<file path="config.mk">
export PLATFORM = sky130hd
export DESIGN_NAME = depth_roi_obstacle_detector_core
export DESIGN_NICKNAME = d
export VERILOG_FILES = /design/src/hw/rtl/drod_pkg.sv /design/src/hw/rtl/drod_front.sv /design/src/hw/rtl/drod_fifo.sv /design/src/hw/rtl/drod_back.sv /design/src/hw/rtl/depth_roi_obstacle_detector_core.sv
export VERILOG_INCLUDE_DIRS = /design/src /design/src/hw/rtl
export SDC_FILE = /design/constraint.sdc
export NUM_CORES = 2
export LEC_CHECK = 0
export BUFFER_PORTS_ARGS = -buffer_cell sky130_fd_sc_hd__buf_2
export CAP_MARGIN = 10
export CORE_AREA = 10 10 457 459
export CTS_CLUSTER_DIAMETER = 100
export DETAILED_ROUTE_END_ITERATION = 10
export DIE_AREA = 0 0 467 469
export GPL_TIMING_DRIVEN = 1
export MAX_ROUTING_LAYER = met4
export REMOVE_ABC_BUFFERS = 1
export SLEW_MARGIN = 30
export SYNTH_ARGS = -nofsm -noshare
export SYNTH_HDL_FRONTEND = slang
export SYNTH_HIERARCHICAL = 1
export SYNTH_SLANG_ARGS = --single-unit
</file>
<file path="constraint.sdc">
create_clock -name clk_i -period 10.81 [get_ports clk_i]
set_input_delay 0.5405 -clock clk_i [delete_from_list [all_inputs] [get_ports clk_i]]
set_output_delay 0.5405 -clock clk_i [all_outputs]
set_load 0.1 [all_outputs]
</file>
<file path="src/hw/rtl/assert_macros.svh">
// Assertion helper macros used by the detector's result engine RTL.
`ifndef ASSERT_MACROS_SVH
`define ASSERT_MACROS_SVH

// Clocked property check, disabled while reset is asserted.
`define ASSERT_CLK(lbl, clk, rst_n, prop) \
  lbl: assert property (@(posedge clk) disable iff (!rst_n) prop) \
    else $error("%m: property check failed");

// Condition that must never be true on a clock edge.
`define ASSERT_NEVER(lbl, clk, rst_n, cond) \
  `ASSERT_CLK(lbl, clk, rst_n, !(cond))

`endif

</file>
<file path="src/hw/rtl/drod_pkg.sv">
// Shared types and constants of the depth ROI obstacle detector.
package drod_pkg;

  localparam int unsigned CNT_W   = 21;
  localparam int unsigned SUM_W   = 31;
  localparam int unsigned DEPTH_W = 16;
  localparam int unsigned ROI_W   = 11;
  localparam int unsigned FILL_W  = 17;
  localparam int unsigned OFF_W   = 16;
  localparam int unsigned CFG_IDX_W  = 3;
  localparam int unsigned CFG_DATA_W = 21;

  localparam logic [CNT_W-1:0]   COUNT_MAX       = '1;
  localparam logic [DEPTH_W:0]   FLOOR_MARGIN_MM = 17'd5;
  localparam logic [FILL_W-1:0]  Q16_ONE         = 17'd65536;
  localparam logic [OFF_W-1:0]   Q14_ONE         = 16'd16384;

  localparam logic [DEPTH_W-1:0] MIN_VALID_RST   = 16'd500;
  localparam logic [DEPTH_W-1:0] MAX_RANGE_RST   = 16'd2000;
  localparam logic [CNT_W-1:0]   MIN_PIXELS_RST  = 21'd80;
  localparam logic [DEPTH_W-1:0] NO_OBSTACLE_RST = 16'hFFFF;

  typedef enum logic [CFG_IDX_W-1:0] {
    REG_ROI_X_START,
    REG_ROI_X_END,
    REG_ROI_Y_START,
    REG_ROI_Y_END,
    REG_MIN_VALID_MM,
    REG_MAX_RANGE_MM,
    REG_MIN_PIXELS,
    REG_NO_OBSTACLE_MM
  } cfg_reg_e;

  typedef struct packed {
    logic [ROI_W-1:0]   roi_x_start;
    logic [ROI_W-1:0]   roi_x_end;
    logic [ROI_W-1:0]   roi_y_start;
    logic [ROI_W-1:0]   roi_y_end;
    logic [DEPTH_W-1:0] min_valid_mm;
    logic [DEPTH_W-1:0] max_range_mm;
    logic [CNT_W-1:0]   min_pixels;
    logic [DEPTH_W-1:0] no_obstacle_mm;
  } cfg_t;

  // Per-frame totals handed from the pixel front end to the result engine.
  typedef struct packed {
    logic [CNT_W-1:0]   cnt;
    logic [SUM_W-1:0]   sum;
    logic [DEPTH_W-1:0] nearest;
  } frame_acc_t;

endpackage

</file>
<file path="src/hw/rtl/drod_front.sv">
// Pixel front end: configuration registers, pixel qualification and frame accumulation.
module drod_front #(
  parameter int unsigned X_W = 10,
  parameter int unsigned Y_W = 10
) (
  input  logic                                 clk_i,
  input  logic                                 rst_ni,
  input  logic                                 cfg_we_i,
  input  logic [drod_pkg::CFG_IDX_W-1:0]       cfg_idx_i,
  input  logic [drod_pkg::CFG_DATA_W-1:0]      cfg_data_i,
  input  logic                                 fire_i,
  input  logic [drod_pkg::DEPTH_W-1:0]         depth_mm_i,
  input  logic [X_W-1:0]                       pix_x_i,
  input  logic [Y_W-1:0]                       pix_y_i,
  input  logic                                 frame_last_i,
  output logic                                 frame_push_o,
  output drod_pkg::frame_acc_t                 frame_o,
  output drod_pkg::cfg_t                       cfg_o
);

  localparam int unsigned CMP_W = ((X_W > Y_W) ? X_W : Y_W) + drod_pkg::ROI_W + 1;

  drod_pkg::cfg_t       cfg_q;
  drod_pkg::frame_acc_t acc_q, acc_d;
  logic                 in_roi, good, hit;
  logic [CMP_W-1:0]     px, py;

  always_ff @(posedge clk_i or negedge rst_ni) begin
    if (!rst_ni) begin
      cfg_q.roi_x_start    <= '0;
      cfg_q.roi_x_end      <= '0;
      cfg_q.roi_y_start    <= '0;
      cfg_q.roi_y_end      <= '0;
      cfg_q.min_valid_mm   <= drod_pkg::MIN_VALID_RST;
      cfg_q.max_range_mm   <= drod_pkg::MAX_RANGE_RST;
      cfg_q.min_pixels     <= drod_pkg::MIN_PIXELS_RST;
      cfg_q.no_obstacle_mm <= drod_pkg::NO_OBSTACLE_RST;
    end else if (cfg_we_i) begin
      unique case (drod_pkg::cfg_reg_e'(cfg_idx_i))
        drod_pkg::REG_ROI_X_START:    cfg_q.roi_x_start    <= cfg_data_i[drod_pkg::ROI_W-1:0];
        drod_pkg::REG_ROI_X_END:      cfg_q.roi_x_end      <= cfg_data_i[drod_pkg::ROI_W-1:0];
        drod_pkg::REG_ROI_Y_START:    cfg_q.roi_y_start    <= cfg_data_i[drod_pkg::ROI_W-1:0];
        drod_pkg::REG_ROI_Y_END:      cfg_q.roi_y_end      <= cfg_data_i[drod_pkg::ROI_W-1:0];
        drod_pkg::REG_MIN_VALID_MM:   cfg_q.min_valid_mm   <= cfg_data_i[drod_pkg::DEPTH_W-1:0];
        drod_pkg::REG_MAX_RANGE_MM:   cfg_q.max_range_mm   <= cfg_data_i[drod_pkg::DEPTH_W-1:0];
        drod_pkg::REG_MIN_PIXELS:     cfg_q.min_pixels     <= cfg_data_i[drod_pkg::CNT_W-1:0];
        drod_pkg::REG_NO_OBSTACLE_MM: cfg_q.no_obstacle_mm <= cfg_data_i[drod_pkg::DEPTH_W-1:0];
        default: ;
      endcase
    end
  end

  assign px = CMP_W'(pix_x_i);
  assign py = CMP_W'(pix_y_i);

  assign in_roi = (px >= CMP_W'(cfg_q.roi_x_start)) && (px < CMP_W'(cfg_q.roi_x_end)) &&
                  (py >= CMP_W'(cfg_q.roi_y_start)) && (py < CMP_W'(cfg_q.roi_y_end));

  // Floor test runs one bit wider so min_valid + 5 cannot wrap.
  assign good = (depth_mm_i != '0) &&
                ({1'b0, depth_mm_i} > ({1'b0, cfg_q.min_valid_mm} + drod_pkg::FLOOR_MARGIN_MM)) &&
                (depth_mm_i <= cfg_q.max_range_mm);

  assign hit = in_roi && good;

  always_comb begin
    acc_d = acc_q;
    if (hit) begin
      // count saturates; column sum freezes with it
      if (acc_q.cnt != drod_pkg::COUNT_MAX) begin
        acc_d.cnt = acc_q.cnt + 1'b1;
        acc_d.sum = acc_q.sum + drod_pkg::SUM_W'(pix_x_i);
      end
      if (depth_mm_i < acc_q.nearest) begin
        acc_d.nearest = depth_mm_i;
      end
    end
  end

  always_ff @(posedge clk_i or negedge rst_ni) begin
    if (!rst_ni) begin
      acc_q.cnt     <= '0;
      acc_q.sum     <= '0;
      acc_q.nearest <= '1;
    end else if (fire_i) begin
      if (frame_last_i) begin
        acc_q.cnt     <= '0;
        acc_q.sum     <= '0;
        acc_q.nearest <= '1;
      end else begin
        acc_q <= acc_d;
      end
    end
  end

  assign frame_push_o = fire_i && frame_last_i;
  assign frame_o      = acc_d;
  assign cfg_o        = cfg_q;

endmodule

</file>
<file path="src/hw/rtl/drod_fifo.sv">
// Two-entry queue of frame totals between the front end and the result engine.
module drod_fifo (
  input  logic                 clk_i,
  input  logic                 rst_ni,
  input  logic                 push_i,
  input  drod_pkg::frame_acc_t wdata_i,
  output logic                 full_o,
  input  logic                 pop_i,
  output drod_pkg::frame_acc_t rdata_o,
  output logic                 empty_o
);

  drod_pkg::frame_acc_t mem_q [2];
  logic                 wr_ptr_q, rd_ptr_q;
  logic [1:0]           fill_q;
  logic                 do_push, do_pop;

  assign do_push = push_i && !full_o;
  assign do_pop  = pop_i && !empty_o;

  always_ff @(posedge clk_i) begin
    if (do_push) begin
      mem_q[wr_ptr_q] <= wdata_i;
    end
  end

  always_ff @(posedge clk_i or negedge rst_ni) begin
    if (!rst_ni) begin
      wr_ptr_q <= 1'b0;
      rd_ptr_q <= 1'b0;
      fill_q   <= '0;
    end else begin
      if (do_push) begin
        wr_ptr_q <= ~wr_ptr_q;
      end
      if (do_pop) begin
        rd_ptr_q <= ~rd_ptr_q;
      end
      case ({do_push, do_pop})
        2'b10:   fill_q <= fill_q + 2'd1;
        2'b01:   fill_q <= fill_q - 2'd1;
        default: fill_q <= fill_q;
      endcase
    end
  end

  assign rdata_o = mem_q[rd_ptr_q];
  assign full_o  = fill_q[1];
  assign empty_o = (fill_q == '0);

endmodule

</file>
<file path="src/hw/rtl/drod_back.sv">
// Result engine: per-frame multiplies, serial divisions and the result register.
`include "assert_macros.svh"

module drod_back (
  input  logic                                clk_i,
  input  logic                                rst_ni,
  input  drod_pkg::cfg_t                      cfg_i,
  input  logic                                fifo_empty_i,
  input  drod_pkg::frame_acc_t                fifo_data_i,
  output logic                                fifo_pop_o,
  input  logic                                res_pop_i,
  output logic                                res_valid_o,
  output logic                                obstacle_found_o,
  output logic [drod_pkg::DEPTH_W-1:0]        nearest_mm_o,
  output logic [drod_pkg::CNT_W-1:0]          point_count_o,
  output logic [drod_pkg::FILL_W-1:0]         fill_ratio_o,
  output logic signed [drod_pkg::OFF_W-1:0]   side_offset_o
);

  localparam int unsigned AREA_W    = 2 * drod_pkg::ROI_W;
  localparam int unsigned DEN_W     = drod_pkg::CNT_W + drod_pkg::ROI_W;
  localparam int unsigned CXS_W     = drod_pkg::CNT_W + drod_pkg::ROI_W + 1;
  localparam int unsigned NUM_W     = CXS_W + 2;
  localparam int unsigned FQ_W      = drod_pkg::FILL_W - 1;
  localparam int unsigned OQ_W      = drod_pkg::OFF_W - 2;
  localparam int unsigned STEP_W    = $clog2(FQ_W);
  localparam logic [STEP_W-1:0] LAST_STEP = STEP_W'(FQ_W - 1);
  localparam logic [STEP_W-1:0] OQ_STEPS  = STEP_W'(OQ_W);

  typedef enum logic [2:0] {
    ST_IDLE,
    ST_MUL,
    ST_PREP,
    ST_DIV,
    ST_FIN
  } state_e;

  state_e                     state_q;
  drod_pkg::frame_acc_t       fr_acc_q;
  logic                       found_q, neg_q, fsat_q, osat_q;
  logic [AREA_W-1:0]          area_q, frem_q;
  logic [DEN_W-1:0]           den_q, orem_q;
  logic [CXS_W-1:0]           cxs_q;
  logic [FQ_W-1:0]            fq_q;
  logic [OQ_W-1:0]            oq_q;
  logic [STEP_W-1:0]          step_q;

  logic                       out_valid_q, out_found_q;
  logic [drod_pkg::DEPTH_W-1:0] out_near_q;
  logic [drod_pkg::CNT_W-1:0]   out_cnt_q;
  logic [drod_pkg::FILL_W-1:0]  out_fill_q;
  logic [drod_pkg::OFF_W-1:0]   out_side_q;

  // multiply stage
  logic [drod_pkg::ROI_W-1:0] w, h, dd;
  logic [drod_pkg::ROI_W:0]   xsum;
  // prepare stage
  logic [AREA_W-1:0]          area1;
  logic signed [NUM_W-1:0]    num;
  logic [NUM_W-1:0]           absn;
  // division step
  logic [AREA_W:0]            ft;
  logic                       fge;
  logic [DEN_W:0]             ot;
  logic                       oge;
  // result forming
  logic [OQ_W:0]              mag;
  logic [drod_pkg::OFF_W-1:0] side;
  logic                       fin_load;

  always_comb begin
    w    = (cfg_i.roi_x_end > cfg_i.roi_x_start) ? cfg_i.roi_x_end - cfg_i.roi_x_start : '0;
    h    = (cfg_i.roi_y_end > cfg_i.roi_y_start) ? cfg_i.roi_y_end - cfg_i.roi_y_start : '0;
    dd   = ({1'b0, cfg_i.roi_x_end} >= ({1'b0, cfg_i.roi_x_start} + 12'd2)) ? w
                                                                           : drod_pkg::ROI_W'(2);
    xsum = {1'b0, cfg_i.roi_x_start} + {1'b0, cfg_i.roi_x_end};

    area1 = (area_q == '0) ? AREA_W'(1) : area_q;
    num   = $signed({2'b00, fr_acc_q.sum, 1'b0}) - $signed({2'b00, cxs_q});
    absn  = num[NUM_W-1] ? NUM_W'(-num) : NUM_W'(num);

    ft  = {frem_q, 1'b0};
    fge = (ft >= {1'b0, area_q});
    ot  = {orem_q, 1'b0};
    oge = (ot >= {1'b0, den_q});

    mag  = osat_q ? (OQ_W + 1)'(drod_pkg::Q14_ONE) : {1'b0, oq_q};
    side = (!found_q || (fr_acc_q.cnt == '0)) ? '0 :
           neg_q ? drod_pkg::OFF_W'(-drod_pkg::OFF_W'(mag)) : drod_pkg::OFF_W'(mag);

    fin_load = (state_q == ST_FIN) && (!out_valid_q || res_pop_i);
  end

  assign fifo_pop_o = (state_q == ST_IDLE) && !fifo_empty_i;

  always_ff @(posedge clk_i or negedge rst_ni) begin
    if (!rst_ni) begin
      state_q     <= ST_IDLE;
      fr_acc_q    <= '0;
      found_q     <= 1'b0;
      neg_q       <= 1'b0;
      fsat_q      <= 1'b0;
      osat_q      <= 1'b0;
      area_q      <= '0;
      frem_q      <= '0;
      den_q       <= '0;
      orem_q      <= '0;
      cxs_q       <= '0;
      fq_q        <= '0;
      oq_q        <= '0;
      step_q      <= '0;
      out_valid_q <= 1'b0;
      out_found_q <= 1'b0;
      out_near_q  <= '0;
      out_cnt_q   <= '0;
      out_fill_q  <= '0;
      out_side_q  <= '0;
    end else begin
      // a transfer out in the same cycle as a new load keeps the register full
      if (out_valid_q && res_pop_i && !fin_load) begin
        out_valid_q <= 1'b0;
      end
      unique case (state_q)
        ST_IDLE: begin
          if (!fifo_empty_i) begin
            fr_acc_q <= fifo_data_i;
            state_q  <= ST_MUL;
          end
        end
        ST_MUL: begin
          area_q  <= AREA_W'(AREA_W'(w) * AREA_W'(h));
          den_q   <= DEN_W'(DEN_W'(fr_acc_q.cnt) * DEN_W'(dd));
          cxs_q   <= CXS_W'(CXS_W'(fr_acc_q.cnt) * CXS_W'(xsum));
          found_q <= (fr_acc_q.cnt >= cfg_i.min_pixels);
          state_q <= ST_PREP;
        end
        ST_PREP: begin
          // ratio at or above one saturates, so the divided quotient is used only when it is fractional
          area_q  <= area1;
          fsat_q  <= ({1'b0, fr_acc_q.cnt} >= area1);
          frem_q  <= AREA_W'(fr_acc_q.cnt);
          neg_q   <= num[NUM_W-1];
          osat_q  <= (absn >= NUM_W'(den_q));
          orem_q  <= absn[DEN_W-1:0];
          fq_q    <= '0;
          oq_q    <= '0;
          step_q  <= '0;
          state_q <= ST_DIV;
        end
        ST_DIV: begin
          frem_q <= fge ? AREA_W'(ft - {1'b0, area_q}) : ft[AREA_W-1:0];
          fq_q   <= {fq_q[FQ_W-2:0], fge};
          if (step_q < OQ_STEPS) begin
            orem_q <= oge ? DEN_W'(ot - {1'b0, den_q}) : ot[DEN_W-1:0];
            oq_q   <= {oq_q[OQ_W-2:0], oge};
          end
          step_q <= step_q + 1'b1;
          if (step_q == LAST_STEP) begin
            state_q <= ST_FIN;
          end
        end
        ST_FIN: begin
          if (fin_load) begin
            out_valid_q <= 1'b1;
            out_found_q <= found_q;
            out_near_q  <= (fr_acc_q.cnt != '0) ? fr_acc_q.nearest : cfg_i.no_obstacle_mm;
            out_cnt_q   <= fr_acc_q.cnt;
            out_fill_q  <= fsat_q ? drod_pkg::Q16_ONE : {1'b0, fq_q};
            out_side_q  <= side;
            state_q     <= ST_IDLE;
          end
        end
        default: state_q <= ST_IDLE;
      endcase
    end
  end

  assign res_valid_o      = out_valid_q;
  assign obstacle_found_o = out_found_q;
  assign nearest_mm_o     = out_near_q;
  assign point_count_o    = out_cnt_q;
  assign fill_ratio_o     = out_fill_q;
  assign side_offset_o    = $signed(out_side_q);

  `ASSERT_CLK(a_side_zero_unless_found, clk_i, rst_ni, (out_valid_q && !out_found_q) |-> (out_side_q == '0))
  `ASSERT_CLK(a_near_default_when_empty, clk_i, rst_ni, (out_valid_q && (out_cnt_q == '0)) |-> (out_near_q == cfg_i.no_obstacle_mm))
  `ASSERT_CLK(a_div_ends_in_fin, clk_i, rst_ni, ((state_q == ST_DIV) && (step_q == LAST_STEP)) |=> (state_q == ST_FIN))
  `ASSERT_NEVER(a_no_pop_when_empty, clk_i, rst_ni, fifo_pop_o && fifo_empty_i)

endmodule

</file>
<file path="src/hw/rtl/depth_roi_obstacle_detector_core.sv">
// Top level of the depth ROI obstacle detector: front end, frame queue and result engine.
//
//  channel  | handshake           | payload
//  ---------+---------------------+------------------------------------------------------
//  pixels   | push / full         | depth_mm_i, pix_x_i, pix_y_i, frame_last_i
//  results  | pop / empty         | obstacle_found_o, nearest_mm_o, point_count_o,
//           |                     | fill_ratio_o, side_offset_o
//  config   | cfg_we_i            | cfg_idx_i, cfg_data_i
//
// One pixel per cycle while full is low; each pixel is judged and accumulated in the cycle
// it transfers. A frame's totals enter a two-entry queue, and the result engine works on one
// frame at a time (one fetch, one multiply, one prepare, 16 restoring-division steps, one
// result load). full rises only with two frames queued, i.e. when short frames pile up or
// results are not popped. Reset is asynchronous and clears all accumulators and queues.
module depth_roi_obstacle_detector_core #(
  parameter int unsigned MAX_WIDTH  = 1024,
  parameter int unsigned MAX_HEIGHT = 1024
) (
  input  logic                                clk_i,
  input  logic                                rst_ni,
  input  logic                                push,
  output logic                                full,
  input  logic [drod_pkg::DEPTH_W-1:0]        depth_mm_i,
  input  logic [$clog2(MAX_WIDTH)-1:0]        pix_x_i,
  input  logic [$clog2(MAX_HEIGHT)-1:0]       pix_y_i,
  input  logic                                frame_last_i,
  output logic                                empty,
  input  logic                                pop,
  output logic                                obstacle_found_o,
  output logic [drod_pkg::DEPTH_W-1:0]        nearest_mm_o,
  output logic [drod_pkg::CNT_W-1:0]          point_count_o,
  output logic [drod_pkg::FILL_W-1:0]         fill_ratio_o,
  output logic signed [drod_pkg::OFF_W-1:0]   side_offset_o,
  input  logic                                cfg_we_i,
  input  logic [drod_pkg::CFG_IDX_W-1:0]      cfg_idx_i,
  input  logic [drod_pkg::CFG_DATA_W-1:0]     cfg_data_i
);

  localparam int unsigned X_W = $clog2(MAX_WIDTH);
  localparam int unsigned Y_W = $clog2(MAX_HEIGHT);

  drod_pkg::cfg_t       cfg;
  drod_pkg::frame_acc_t frame_wr, frame_rd;
  logic                 fire, frame_push, q_full, q_empty, q_pop, res_valid;

  assign fire = push && !q_full;
  assign full = q_full;

  drod_front #(
    .X_W (X_W),
    .Y_W (Y_W)
  ) u_front (
    .clk_i        (clk_i),
    .rst_ni       (rst_ni),
    .cfg_we_i     (cfg_we_i),
    .cfg_idx_i    (cfg_idx_i),
    .cfg_data_i   (cfg_data_i),
    .fire_i       (fire),
    .depth_mm_i   (depth_mm_i),
    .pix_x_i      (pix_x_i),
    .pix_y_i      (pix_y_i),
    .frame_last_i (frame_last_i),
    .frame_push_o (frame_push),
    .frame_o      (frame_wr),
    .cfg_o        (cfg)
  );

  drod_fifo u_fifo (
    .clk_i   (clk_i),
    .rst_ni  (rst_ni),
    .push_i  (frame_push),
    .wdata_i (frame_wr),
    .full_o  (q_full),
    .pop_i   (q_pop),
    .rdata_o (frame_rd),
    .empty_o (q_empty)
  );

  drod_back u_back (
    .clk_i            (clk_i),
    .rst_ni           (rst_ni),
    .cfg_i            (cfg),
    .fifo_empty_i     (q_empty),
    .fifo_data_i      (frame_rd),
    .fifo_pop_o       (q_pop),
    .res_pop_i        (pop),
    .res_valid_o      (res_valid),
    .obstacle_found_o (obstacle_found_o),
    .nearest_mm_o     (nearest_mm_o),
    .point_count_o    (point_count_o),
    .fill_ratio_o     (fill_ratio_o),
    .side_offset_o    (side_offset_o)
  );

  assign empty = !res_valid;

endmodule
</file>
==> flow_summary.json <==
{
  "slew_headroom": 0.354,
  "cp.required_ns": 11.39,
  "hpwl_microns": 128000,
  "syn-instance-count": 6175,
  "cts_max_level": 3,
  "fp.dieH_microns": 469,
  "synth.distinct_cells": 111,
  "wirelength_microns": 169000,
  "postCtsHoldBufs": 2,
  "fmax_ghz": 0.102,
  "ant_nets": 0,
  "coreArea_sq_um": 199000,
  "die-area_sq_um": 219000,
  "grt_start_max_net_pins": 140,
  "track_usage": 0.156,
  "syn_avg_cell_area_sq_um": 9.33,
  "grt_pass1_wl_microns": 265000,
  "cts.sinks": 643,
  "clk_pin_slew_worst_paths_ns": 0.06,
  "post_drt_wl_per_cell_microns": 19.0,
  "worstPathMaxFanout": 20,
  "period_needed_ns": 9.84,
  "rows": 164,
  "synthArstFlopShare": 0.788,
  "rsz0062_at_grt": "false",
  "cts_setup_buffers": 0,
  "arrival_ns": 10.42,
  "synth-seq-area-share": 0.292,
  "ys_ff_latch": 643,
  "synth_warnings": 6,
  "insertion_delay_ns": 0.73,
  "drtIter0Drc": 3169,
  "outcome": "completed",
  "drt_first_pass_iters": 7,
  "worstSetupStartpointType": "flop",
  "yosys.area.top_type": "dfrtp_1",
  "viasPerCell": 5.02,
  "synth_ff_type": "dfrtp_1",
  "finalCoreUtilization": 0.321,
  "post-route-drc-count": 0,
  "antenna_found_initial": 10,
  "io_pins": 139,
  "final-max-slew-violation-count": 0,
  "period_share": 0.911,
  "synth.area.top_cells": "dfrtp_1 (20%), fa_1 (16%), ha_1 (11%), edfxtp_1 (7.1%), nand2_1 (5.0%)",
  "dieWidth_microns": 467,
  "port_buffers": 138,
  "maxCapViolCount": 0,
  "fin_worst_skew_ns": 0.0478,
  "min_path_type": "in2reg",
  "setup_viol": 0,
  "worstSetupPathType": "reg2reg",
  "cts_tree": "yes",
  "cts_root_buffer": "clkbuf_16",
  "drive_gt1_frac": 0.117,
  "crit_slowest_cell": "o31ai_1",
  "layout.nets": 7210,
  "critPathMostFrequentCell": "o21ai_0",
  "place_congestion": 0.916,
  "syn_to_final_growth_pct": 11.0,
  "grt_pass1_vias": 45000,
  "start_util": 0.289,
  "max_stage_delay_ns": 0.71,
  "end_kind": "flop",
  "cts_buffers": 75,
  "worst_pin_slew_ns": 0.962,
  "hold_violations": 0,
  "clock_path_buffers": 3,
  "vias": 44700,
  "netlist_area_sq_um": 57600,
  "synth_edf_count": 136,
  "overflow": 0,
  "ctsResizeCount": 0,
  "yosys.area.top_type_share": 0.200
}
## state kept, by name, summed over array words and instances (netlist names), 14 cells and up
register              flops
u_front/cfg_o           113
u_back/area_q            22
u_back/nearest_mm_o      16
u_back/frem_q            22
u_back/orem_q            32
u_back/fr_acc_q          68
u_back/fill_ratio_o      17
u_back/oq_q              14
u_back/point_count_o     21
u_back/side_offset_o     16
u_front/acc_q            68
u_fifo/mem_q            136
u_back/cxs_q             33
u_back/den_q             32
u_back/fq_q              16
## synthesized netlist by cell type, types with 49 or more instances
cell	instances
nand2_1	763
inv_1	756
ha_1	504
dfrtp_1	461
fa_1	448
o21ai_0	342
nor2_1	317
nand3_1	254
clkbuf_1	243
mux2_2	232
a21oi_1	231
xnor2_1	159
edfxtp_1	136
nor2b_1	96
xor2_1	94
a21o_1	92
nor3_1	78
nand2b_1	70
and2_1	67
and3_1	56
nand4_1	52
o31ai_1	52
a211oi_1	49
## area by class of cell
cell class                 count  area (sq um)
clock buffer                 107          2150
inverter                     757          2840
fill                       20500        135000
multi-input combinational   4482         36900
antenna                        6          15.0
tap                         2656          3320
timing repair buffer         233          1450
clock inverter                31           437
sequential                   643         16800
## path summary, 6_finish.rpt
path                                    start                       to  slack (ns)  cells past startpoint
setup / recovery           u_front/cfg_o[103]         u_back/den_q[29]        0.97                     31
hold / removal                 cfg_data_i[17]        u_front/cfg_o[33]        0.06                      2
setup reg to reg           u_front/cfg_o[103]         u_back/den_q[29]        0.97                     31
hold reg to reg               u_back/fq_q[15]          u_back/fq_q[15]        0.47                      2
max in group asynchronous              rst_ni  u_back/side_offset_o[0]        8.36                      4
min in group asynchronous              rst_ni        u_front/cfg_o[42]        0.48                      2
## cell families after synthesis
group / Yosys count / share of synthesized area
xor gates and xnor gates: 253 / 0.0385
and+or+nand+nor: 1912 / 0.158
DFF: 643 / 0.292
buffers and inverters: 1050 / 0.0699
AOI/OAI and AO/OA: 1078 / 0.120
adders and majority gates: 952 / 0.265
muxes: 287 / 0.0558
## cell usage in the layout (no fill, tap or decap), types with 36 or more instances in the layout
cell	instances
nand2b_1	69
o21a_1	36
dfstp_2	46
a21oi_1	230
edfxtp_1	136
buf_2	137
mux2i_1	45
nor3_1	74
nor2_1	311
xor2_1	94
a31oi_1	40
fa_1	447
o31ai_1	50
o21ai_0	342
buf_4	87
dfrtp_1	460
a211oi_1	48
clkbuf_16	77
mux2_2	232
xnor2_1	159
a21o_1	92
and3_1	56
nand2_1	760
nand4_1	52
nor2b_1	94
inv_1	756
and2_1	67
nand3_1	254
ha_1	504
## stage by stage
step / cells / setup WS [ns] / hold WS [ns] / instance area, sq um / TNS, ns
floorplan: 5882 / -3.20 / 0.245 / 56400 / -62.46
global placement: 8767 / 1.09 / 0.455 / 61300 / 0
detailed placement: 8768 / 1.08 / 0.457 / 61300 / 0
CTS: 8908 / 1.00 / 0.00114 / 63900 / 0
global route: 8915 / 0.247 / 0.0468 / 64000 / 0
finish: 8915 / 0.967 / 0.0621 / 64000 / 0
## worst max-delay path: cells and delay by family (launching register included)
family                     cells  cell delay, ns
DFF                            1            0.50
muxes                          1            0.26
buffers and inverters          4            0.47
adders and majority gates      7            3.31
xor gates and xnor gates       1            0.13
and+or+nand+nor                4            1.54
AOI/OAI and AO/OA             14            3.47
## routing by layer
| metal | GRT usage | part of all wire | routed length (microns) | up-vias |
|---|---|---|---|---|
| li1 | - | - | - | 20900 |
| met1 | 0.211 | 0.46 | 78000 | 22300 |
| met2 | 0.240 | 0.45 | 75800 | 1288 |
| met3 | 0.0253 | 0.059 | 9950 | 258 |
| met4 | 0.0485 | 0.033 | 5610 | 0 |
| met5 | - | 0 | 0 | - |
Power is left out: the tool's default activity adds up to more than one toggle a clock period on the data nets, which glitch-free logic cannot reach.
